==> src/rap_pkg.sv <==
`timescale 1ns / 1ps

package rap_pkg;

   localparam int PayloadWidth  = 8;
   localparam int TimeWidth     = 16;
   localparam int BwWidth       = 10;
   localparam int SfWidth       = 4;
   localparam int PreWidth      = 16;
   localparam int CrWidth       = 3;
   localparam int CsrIndexWidth = 3;
   localparam int CsrDataWidth  = 16;

   localparam int PayNumWidth   = 14;
   localparam int BlockWidth    = 10;
   localparam int RecipShift    = 14;
   localparam int RecipWidth    = 15;
   localparam int ProdWidth     = BlockWidth + RecipWidth;
   localparam int SymWidth      = 13;
   localparam int QuarterWidth  = 19;
   localparam int DenWidth      = BwWidth + 2;
   localparam int NumWidth      = 35;

   localparam int FrontStages   = 5;
   localparam int DivStages     = 8;
   localparam int DivSteps      = TimeWidth / DivStages;

   typedef enum logic [CsrIndexWidth-1:0] {
      CSR_BANDWIDTH_KHZ     = 3'd0,
      CSR_SPREAD_FACTOR     = 3'd1,
      CSR_PREAMBLE_SYMBOLS  = 3'd2,
      CSR_CRC_ENABLE        = 3'd3,
      CSR_IMPLICIT_HEADER   = 3'd4,
      CSR_CODING_RATE       = 3'd5,
      CSR_LOW_RATE_OPTIMIZE = 3'd6
   } csr_index_type;

   typedef struct packed {
      logic [BwWidth-1:0]  bandwidth_khz;
      logic [SfWidth-1:0]  spread_factor;
      logic [PreWidth-1:0] preamble_symbols;
      logic                crc_enable;
      logic                implicit_header;
      logic [CrWidth-1:0]  coding_rate;
      logic                low_rate_optimize;
   } cfg_type;

   localparam cfg_type CfgReset = '{
      bandwidth_khz:     10'd500,
      spread_factor:     4'd12,
      preamble_symbols:  16'd8,
      crc_enable:        1'b0,
      implicit_header:   1'b0,
      coding_rate:       3'd4,
      low_rate_optimize: 1'b0
   };

   typedef struct packed {
      logic [NumWidth-1:0] num;
      logic                sat;
   } div_item_type;

   // Symbol divisor spread_factor - 2 * low_rate_optimize, held at one or more.
   function automatic logic [SfWidth-1:0] sym_divisor(input logic [SfWidth-1:0] sf,
                                                      input logic lro);
      logic signed [SfWidth+1:0] d;
      d = $signed({2'b00, sf}) - $signed({4'b0000, lro, 1'b0});
      if (d < 1) begin
         return SfWidth'(1);
      end
      return d[SfWidth-1:0];
   endfunction

   // Rounded-up reciprocal 2^14 / d; exact quotients for dividends up to 1023.
   function automatic logic [RecipWidth-1:0] recip(input logic [SfWidth-1:0] d);
      case (d)
         4'd1:    return 15'd16384;
         4'd2:    return 15'd8192;
         4'd3:    return 15'd5462;
         4'd4:    return 15'd4096;
         4'd5:    return 15'd3277;
         4'd6:    return 15'd2731;
         4'd7:    return 15'd2341;
         4'd8:    return 15'd2048;
         4'd9:    return 15'd1821;
         4'd10:   return 15'd1639;
         4'd11:   return 15'd1490;
         4'd12:   return 15'd1366;
         4'd13:   return 15'd1261;
         4'd14:   return 15'd1171;
         4'd15:   return 15'd1093;
         default: return 15'd16384;
      endcase
   endfunction

endpackage

==> src/radio_packet_airtime.sv <==
// Throughput: one request per cycle while rsp_stall is low; a 5-stage symbol-count
// pipeline feeds a 9-stage divider, a range check followed by eight stages of two
// quotient bits. A stall on rsp_stall holds each full stage with no empty stage ahead;
// it reaches req_stall combinationally, in the same cycle, once every stage is full.
// Reset clears all pipeline valid bits and loads the default modem settings.
`timescale 1ns / 1ps

module radio_packet_airtime (
   input  logic                                clock,
   input  logic                                reset,
   input  logic                                req_valid,
   output logic                                req_stall,
   input  logic [rap_pkg::PayloadWidth-1:0]    req_payload_bytes,
   output logic                                rsp_valid,
   input  logic                                rsp_stall,
   output logic [rap_pkg::TimeWidth-1:0]       rsp_air_time_ms,
   output logic                                rsp_saturated,
   input  logic                                csr_write_en,
   input  logic [rap_pkg::CsrIndexWidth-1:0]   csr_index,
   input  logic [rap_pkg::CsrDataWidth-1:0]    csr_wdata
);
   import rap_pkg::*;

   cfg_type      cfg_ff, cfg_in;
   logic         mid_valid;
   logic         mid_stall;
   div_item_type mid_item;

   always_comb begin
      cfg_in = cfg_ff;
      if (csr_write_en) begin
         case (csr_index_type'(csr_index))
            CSR_BANDWIDTH_KHZ:     cfg_in.bandwidth_khz     = csr_wdata[BwWidth-1:0];
            CSR_SPREAD_FACTOR:     cfg_in.spread_factor     = csr_wdata[SfWidth-1:0];
            CSR_PREAMBLE_SYMBOLS:  cfg_in.preamble_symbols  = csr_wdata[PreWidth-1:0];
            CSR_CRC_ENABLE:        cfg_in.crc_enable        = csr_wdata[0];
            CSR_IMPLICIT_HEADER:   cfg_in.implicit_header   = csr_wdata[0];
            CSR_CODING_RATE:       cfg_in.coding_rate       = csr_wdata[CrWidth-1:0];
            CSR_LOW_RATE_OPTIMIZE: cfg_in.low_rate_optimize = csr_wdata[0];
            default: begin
            end
         endcase
      end
   end

   always_ff @(posedge clock) begin
      if (reset) begin
         cfg_ff <= CfgReset;
      end else begin
         cfg_ff <= cfg_in;
      end
   end

   rap_front u_front (
      .clock            (clock),
      .reset            (reset),
      .cfg              (cfg_ff),
      .in_valid         (req_valid),
      .in_stall         (req_stall),
      .in_payload_bytes (req_payload_bytes),
      .out_valid        (mid_valid),
      .out_stall        (mid_stall),
      .out_item         (mid_item)
   );

   rap_div u_div (
      .clock           (clock),
      .reset           (reset),
      .bandwidth_khz   (cfg_ff.bandwidth_khz),
      .in_valid        (mid_valid),
      .in_stall        (mid_stall),
      .in_item         (mid_item),
      .out_valid       (rsp_valid),
      .out_stall       (rsp_stall),
      .out_air_time_ms (rsp_air_time_ms),
      .out_saturated   (rsp_saturated)
   );

endmodule

==> src/rap_front.sv <==
`timescale 1ns / 1ps

module rap_front (
   input  logic                              clock,
   input  logic                              reset,
   input  rap_pkg::cfg_type                  cfg,
   input  logic                              in_valid,
   output logic                              in_stall,
   input  logic [rap_pkg::PayloadWidth-1:0]  in_payload_bytes,
   output logic                              out_valid,
   input  logic                              out_stall,
   output rap_pkg::div_item_type             out_item
);
   import rap_pkg::*;

   logic [FrontStages-1:0] vld_ff;
   logic [FrontStages-1:0] vld_in;
   logic [FrontStages:0]   free;

   logic signed [PayNumWidth-1:0] pay_num;
   logic [PayNumWidth-1:0]        pay_round;
   logic [SfWidth-1:0]            divisor;

   logic [BlockWidth-1:0]   dividend_ff, dividend_in;
   logic                    pos1_ff, pos1_in;
   logic [ProdWidth-1:0]    prod_ff, prod_in;
   logic                    pos2_ff, pos2_in;
   logic [BlockWidth-1:0]   blocks;
   logic [SymWidth-1:0]     syms_ff, syms_in;
   logic [QuarterWidth-1:0] quarters_ff, quarters_in;
   div_item_type            item_ff, item_in;
   logic [DenWidth-1:0]     den;
   logic [NumWidth-1:0]     shifted;

   always_comb begin
      free[FrontStages] = !out_stall;
      for (int s = FrontStages - 1; s >= 0; s--) begin
         free[s] = !vld_ff[s] || free[s+1];
      end
      vld_in = {vld_ff[FrontStages-2:0], in_valid};
   end

   assign in_stall  = !free[0];
   assign out_valid = vld_ff[FrontStages-1];
   assign out_item  = item_ff;

   assign divisor = sym_divisor(cfg.spread_factor, cfg.low_rate_optimize);

   always_comb begin
      pay_num = $signed({3'b000, in_payload_bytes, 3'b000})
              - $signed({8'b0, cfg.spread_factor, 2'b00})
              + 14'sd28
              + (cfg.crc_enable ? 14'sd16 : 14'sd0)
              - (cfg.implicit_header ? 14'sd20 : 14'sd0);
      pay_round   = PayNumWidth'(pay_num + 14'sd3);
      pos1_in     = pay_num > 14'sd0;
      dividend_in = pay_round[BlockWidth+1:2] + BlockWidth'(divisor) - BlockWidth'(1);
   end

   always_comb begin
      prod_in = ProdWidth'(dividend_ff) * ProdWidth'(recip(divisor));
      pos2_in = pos1_ff;
   end

   always_comb begin
      blocks  = pos2_ff ? prod_ff[RecipShift+BlockWidth-1:RecipShift] : '0;
      syms_in = SymWidth'(14'd8 + 14'(blocks) * 14'({1'b0, cfg.coding_rate} + 4'd4));
   end

   assign quarters_in = QuarterWidth'({cfg.preamble_symbols, 2'b00})
                      + QuarterWidth'(17) + QuarterWidth'({syms_ff, 2'b00});

   always_comb begin
      den          = {cfg.bandwidth_khz, 2'b00};
      shifted      = NumWidth'(quarters_ff) << cfg.spread_factor;
      item_in.num  = shifted + NumWidth'(den) - NumWidth'(1);
      item_in.sat  = cfg.bandwidth_khz == '0;
   end

   always_ff @(posedge clock) begin
      for (int s = 0; s < FrontStages; s++) begin
         if (reset) begin
            vld_ff[s] <= 1'b0;
         end else if (free[s]) begin
            vld_ff[s] <= vld_in[s];
         end
      end
   end

   always_ff @(posedge clock) begin
      if (free[0]) begin
         dividend_ff <= dividend_in;
         pos1_ff     <= pos1_in;
      end
      if (free[1]) begin
         prod_ff <= prod_in;
         pos2_ff <= pos2_in;
      end
      if (free[2]) begin
         syms_ff <= syms_in;
      end
      if (free[3]) begin
         quarters_ff <= quarters_in;
      end
      if (free[4]) begin
         item_ff <= item_in;
      end
   end

endmodule

==> src/rap_div.sv <==
`timescale 1ns / 1ps

module rap_div (
   input  logic                           clock,
   input  logic                           reset,
   input  logic [rap_pkg::BwWidth-1:0]    bandwidth_khz,
   input  logic                           in_valid,
   output logic                           in_stall,
   input  rap_pkg::div_item_type          in_item,
   output logic                           out_valid,
   input  logic                           out_stall,
   output logic [rap_pkg::TimeWidth-1:0]  out_air_time_ms,
   output logic                           out_saturated
);
   import rap_pkg::*;

   logic [DivStages:0]   vld_ff;
   logic [DivStages:0]   vld_in;
   logic [DivStages+1:0] free;

   logic [NumWidth-1:0]  rem_ff [0:DivStages];
   logic [NumWidth-1:0]  rem_in [0:DivStages];
   logic [TimeWidth-1:0] quo_ff [0:DivStages];
   logic [TimeWidth-1:0] quo_in [0:DivStages];
   logic [DivStages:0]   sat_ff;
   logic [DivStages:0]   sat_in;
   logic [NumWidth-1:0]  den;

   assign den = NumWidth'({bandwidth_khz, 2'b00});

   always_comb begin
      free[DivStages+1] = !out_stall;
      for (int s = DivStages; s >= 0; s--) begin
         free[s] = !vld_ff[s] || free[s+1];
      end
      vld_in = {vld_ff[DivStages-1:0], in_valid};
   end

   assign in_stall        = !free[0];
   assign out_valid       = vld_ff[DivStages];
   assign out_saturated   = sat_ff[DivStages];
   assign out_air_time_ms = sat_ff[DivStages] ? '1 : quo_ff[DivStages];

   // The quotient is known to fit once the dividend is below den * 2^16.
   always_comb begin
      logic [NumWidth-1:0]  r;
      logic [TimeWidth-1:0] q;
      logic [NumWidth-1:0]  sub;
      rem_in[0] = in_item.num;
      quo_in[0] = '0;
      sat_in[0] = in_item.sat || (in_item.num >= (den << TimeWidth));
      for (int s = 1; s <= DivStages; s++) begin
         r = rem_ff[s-1];
         q = quo_ff[s-1];
         for (int j = 0; j < DivSteps; j++) begin
            sub = den << (TimeWidth - 1 - (s - 1) * DivSteps - j);
            if (r >= sub) begin
               r = r - sub;
               q = {q[TimeWidth-2:0], 1'b1};
            end else begin
               q = {q[TimeWidth-2:0], 1'b0};
            end
         end
         rem_in[s] = r;
         quo_in[s] = q;
         sat_in[s] = sat_ff[s-1];
      end
   end

   always_ff @(posedge clock) begin
      for (int s = 0; s <= DivStages; s++) begin
         if (reset) begin
            vld_ff[s] <= 1'b0;
         end else if (free[s]) begin
            vld_ff[s] <= vld_in[s];
         end
      end
   end

   always_ff @(posedge clock) begin
      for (int s = 0; s <= DivStages; s++) begin
         if (free[s]) begin
            rem_ff[s] <= rem_in[s];
            quo_ff[s] <= quo_in[s];
            sat_ff[s] <= sat_in[s];
         end
      end
   end

endmodule

==> config.mk <==
export PLATFORM = sky130hd
export DESIGN_NAME = radio_packet_airtime
export DESIGN_NICKNAME = d
export VERILOG_FILES = /design/src/rap_pkg.sv /design/src/radio_packet_airtime.sv /design/src/rap_front.sv /design/src/rap_div.sv
export SDC_FILE = /design/constraint.sdc
export NUM_CORES = 2
export LEC_CHECK = 0
export BUFFER_PORTS_ARGS = -buffer_cell sky130_fd_sc_hd__buf_2
export CAP_MARGIN = 30
export CORE_MARGIN = 5
export CORE_UTILIZATION = 55
export CTS_CLUSTER_DIAMETER = 100
export DETAILED_ROUTE_END_ITERATION = 6
export HOLD_SLACK_MARGIN = 0.02
export PLACE_DENSITY_LB_ADDON = 0.12
export SYNTH_ARGS = -nofsm -noshare
export SYNTH_HDL_FRONTEND = slang
export SYNTH_SLANG_ARGS = --single-unit
==> constraint.sdc <==
create_clock -name clock -period 8.6 [get_ports clock]
set_input_delay 1.72 -clock clock [delete_from_list [all_inputs] [get_ports clock]]
set_output_delay 1.72 -clock clock [all_outputs]
set_load 0.01 [all_outputs]
==> metrics.md <==
| Metric | Value |
|---|---|
| Initial antenna violation count | `0` |
| Syn Area/Cell | `9.67 um^2` |
| DIE AREA | `78800 um^2` |
| Worst setup endpoint | `u_front.prod_ff[23]$_DFFE_PP_` |
| Biggest area consumer among synthesized cells | `edfxtp_1` |
| Slew @ Worst Pin | `1.05 ns` |
| DRC Markers | `0` |
| Worst R2R End | `u_front.prod_ff[23]$_DFFE_PP_` |
| Synth Cell Area | `40300 um^2` |
| Crit path time final | `8.02 ns` |
| Final-stage net count | `4739` |
| Final Max Slew Viols | `0` |
| Synth area leaders | `edfxtp_1 33%, ha_1 11%, fa_1 6.4%, xnor2_1 5.1%, nand2_1 3.4%` |
| Slowest stage delay, CP | `0.55 ns` |
| M1 WL | `43500 um` |
| Post-synthesis sequential area ratio | `0.359` |
| Worst vdd ir | `0.000397 V` |
| Most common cell in the netlist | `edfxtp_1` |
| Via count | `30600` |
| Die Y | `281 um` |
| Crit path depth | `31` |
| Pre-CTS setup slack | `0.204 ns` |
| Setup crit end kind | `flip-flop` |
| Sink Count | `499` |
| Final worst path period share | `0.932` |
| CP arrival | `8.38 ns` |
| Clock Tree Root | `clkbuf_16` |
| RSZ-0062 raised after global routing | `false` |
| Max Cap Violations | `0` |
| Post-CTS Setup Bufs | `0` |
| First-pass GRT wire length | `155000 um` |
| Clk_lat worst skew | `0.62 ns` |
| GRT Total Usage | `0.242` |
| Endpoints failing setup | `0` |
| Largest net degree at the start of global routing | `51` |
| Main synth FF type | `edfxtp_1` |
| FF-to-FF path depth | `31` |
| Cell family contributing the most delay on the critical path | `adder cells` |
| Total grt overflow | `0` |
| Vias per cell | `5.86` |
| Power per Cell Area | `384 nW/um^2` |
| CTS tree | `built` |
| Crit Path Max Fanout | `10` |
| Worst Skew | `0.0292 ns` |
| CTS Buffer Depth | `3` |
| Crit path launch | `cfg_ff[23]$_SDFFE_PP0P_` |
| WP data required | `8.96 ns` |
| WL met3 | `4400 um` |
| Worst min path class | `flip-flop to flip-flop` |
| Post-synthesis cell type count | `97` |
| Max Clk Rate | `125 MHz` |
| DRT iter0 DRCs | `2262` |
| Non-filler instance count after layout | `5223` |
| Initial Utilization | `0.553` |
| Syn Nets | `4693` |
| Post-DP HPWL | `74300 um` |
| Pwr Total | `0.0168 W` |
| Crit path buffers/inverters | `3` |
| EDFF count, synth | `449` |
| R2r startpoint | `cfg_ff[23]$_SDFFE_PP0P_` |
| Most used cell along the critical path | `fa_1` |
| Leakage power | `18.0 nW` |
| DR WL/cell | `18.6 um` |
| Metal2 WL | `46300 um` |
| Yosys warns | `0` |
| Input/output buffers | `50` |
| R2r setup slk | `0.58 ns` |
| Die span in x | `281 um` |
| #FFs+latches synth | `499` |
| CP Class | `flip-flop to flip-flop` |
| Type of origin of the critical path | `flip-flop` |
| DRT Pass-1 Iters | `6` |
| H-tree Lvls | `2` |
| Synth cell count leaders | `449 x edfxtp_1, 369 x nand2_1, 363 x ha_1, 359 x inv_1, 273 x nor2_1` |
| Gpl congestion | `0.904` |
| Mapped Cells | `4169` |
| Synth top area share | `0.335` |
| Crit-path slowest cell | `fa_1` |
| CTS buffer count | `56` |
| Core Box Area | `72800 um^2` |
| DR top layer | `met4` |
| Async set-or-reset flop fraction in the synthesized netlist | `0` |
| Placed cells | `5116` |
| Vias in the first global route | `29400` |
| Antenna Nets Post-Route | `0` |
| Status | `finished, final reports clean` |
| Fin Setup TNS | `0 ns` |
| Fraction of layout cells with a size suffix above 1 | `0.0802` |
| Endpoints failing hold | `0` |
| Drt total wl | `97300 um` |
| Final worst setup slack | `0.584 ns` |
| Area delta synth->final | `8.44%` |
| CTS clk-pin slew, worst paths | `0.06 ns` |
| FP Rows | `99` |
| Slew headroom | `0.297` |
| I/O pin count | `51` |
## cell usage in the layout, fill, tap and decap left out, types with 97 or more instances in the layout
cell	instances
edfxtp_1	449
nand2_1	367
ha_1	363
inv_1	356
nor2_1	272
xnor2_1	234
a21oi_1	233
o21ai_0	181
fa_1	129
nor3_1	101
xor2_1	97
## registers in the layout, indices dropped and copies added, names as in the netlist, 10 cells and up
signal / flops
u_front.quarters_ff: 17
u_front.prod_ff: 10
u_div.rem_ff: 280
cfg_ff: 36
u_front.syms_ff: 13
u_front.out_item: 36
u_front.dividend_ff: 10
u_div.quo_ff: 72
## per-stage QoR
stage	util	hold WS (ns)	area, um^2
6_report	0.600	0.401	43700
5_1_grt	0.600	0.418	43700
4_1_cts	0.600	0.405	43700
3_5_place_dp	0.573	0.405	41700
3_3_place_gp	0.573	0.400	41700
2_1_floorplan	-	0.400	40300
## timing repair
item,in CTS,in global routing
gates resized for setup,0,3
hold buffers,0,0
setup endpoints to repair,0,3
## report_power, final
part	internal, W	total, W	switching (W)	leakage (nW)
clock	0.00147	0.00250	0.00103	0.930
sequential	0.00382	0.00458	0.000768	4.87
combinational	0.00420	0.00970	0.00550	12.2
total	0.00949	0.0168	0.00729	18.0
## how the worst min path moves through the flow
stage,start,to,slack (ns),cells past startpoint
after floorplan,u_div.quo_ff[1][0]$_DFFE_PP_,u_div.quo_ff[2][2]$_DFFE_PP_,0.40,0
after global placement,u_div.quo_ff[7][3]$_DFFE_PP_,u_div.quo_ff[8][5]$_DFFE_PP_,0.40,0
after detailed placement,u_div.quo_ff[4][2]$_DFFE_PP_,u_div.quo_ff[5][4]$_DFFE_PP_,0.40,0
after CTS,u_div.quo_ff[4][4]$_DFFE_PP_,u_div.quo_ff[5][6]$_DFFE_PP_,0.41,0
after global routing,u_div.quo_ff[4][1]$_DFFE_PP_,u_div.quo_ff[5][3]$_DFFE_PP_,0.42,0
final,u_div.quo_ff[4][4]$_DFFE_PP_,u_div.quo_ff[5][6]$_DFFE_PP_,0.40,0
## routing by layer
layer | vias up | track usage
met5 | - | 0
met4 | 0 | 0.0712
met3 | 167 | 0.0303
met2 | 648 | 0.412
met1 | 14600 | 0.326
li1 | 15100 | -
## layout make-up
cell class              instances  area, um^2
well taps                     959        1200
diodes                          1        2.50
repair buffers                107         696
clock buffers                  68        1550
flip-flops and latches        499       14500
clock inverters                38         410
inverters                     363        1360
fillers                      6268       29100
multi-input cells            3188       24000
## cells by family after synthesis
group | Yosys count | synth area share
buf+inv | 482 | 0.0463
flops | 499 | 0.359
mux | 103 | 0.0271
compound gates | 851 | 0.137
fa+ha+maj | 492 | 0.177
simple gates | 1411 | 0.181
xor+xnor | 331 | 0.0719
No activity file was read; power rests on OpenSTA's default activity.
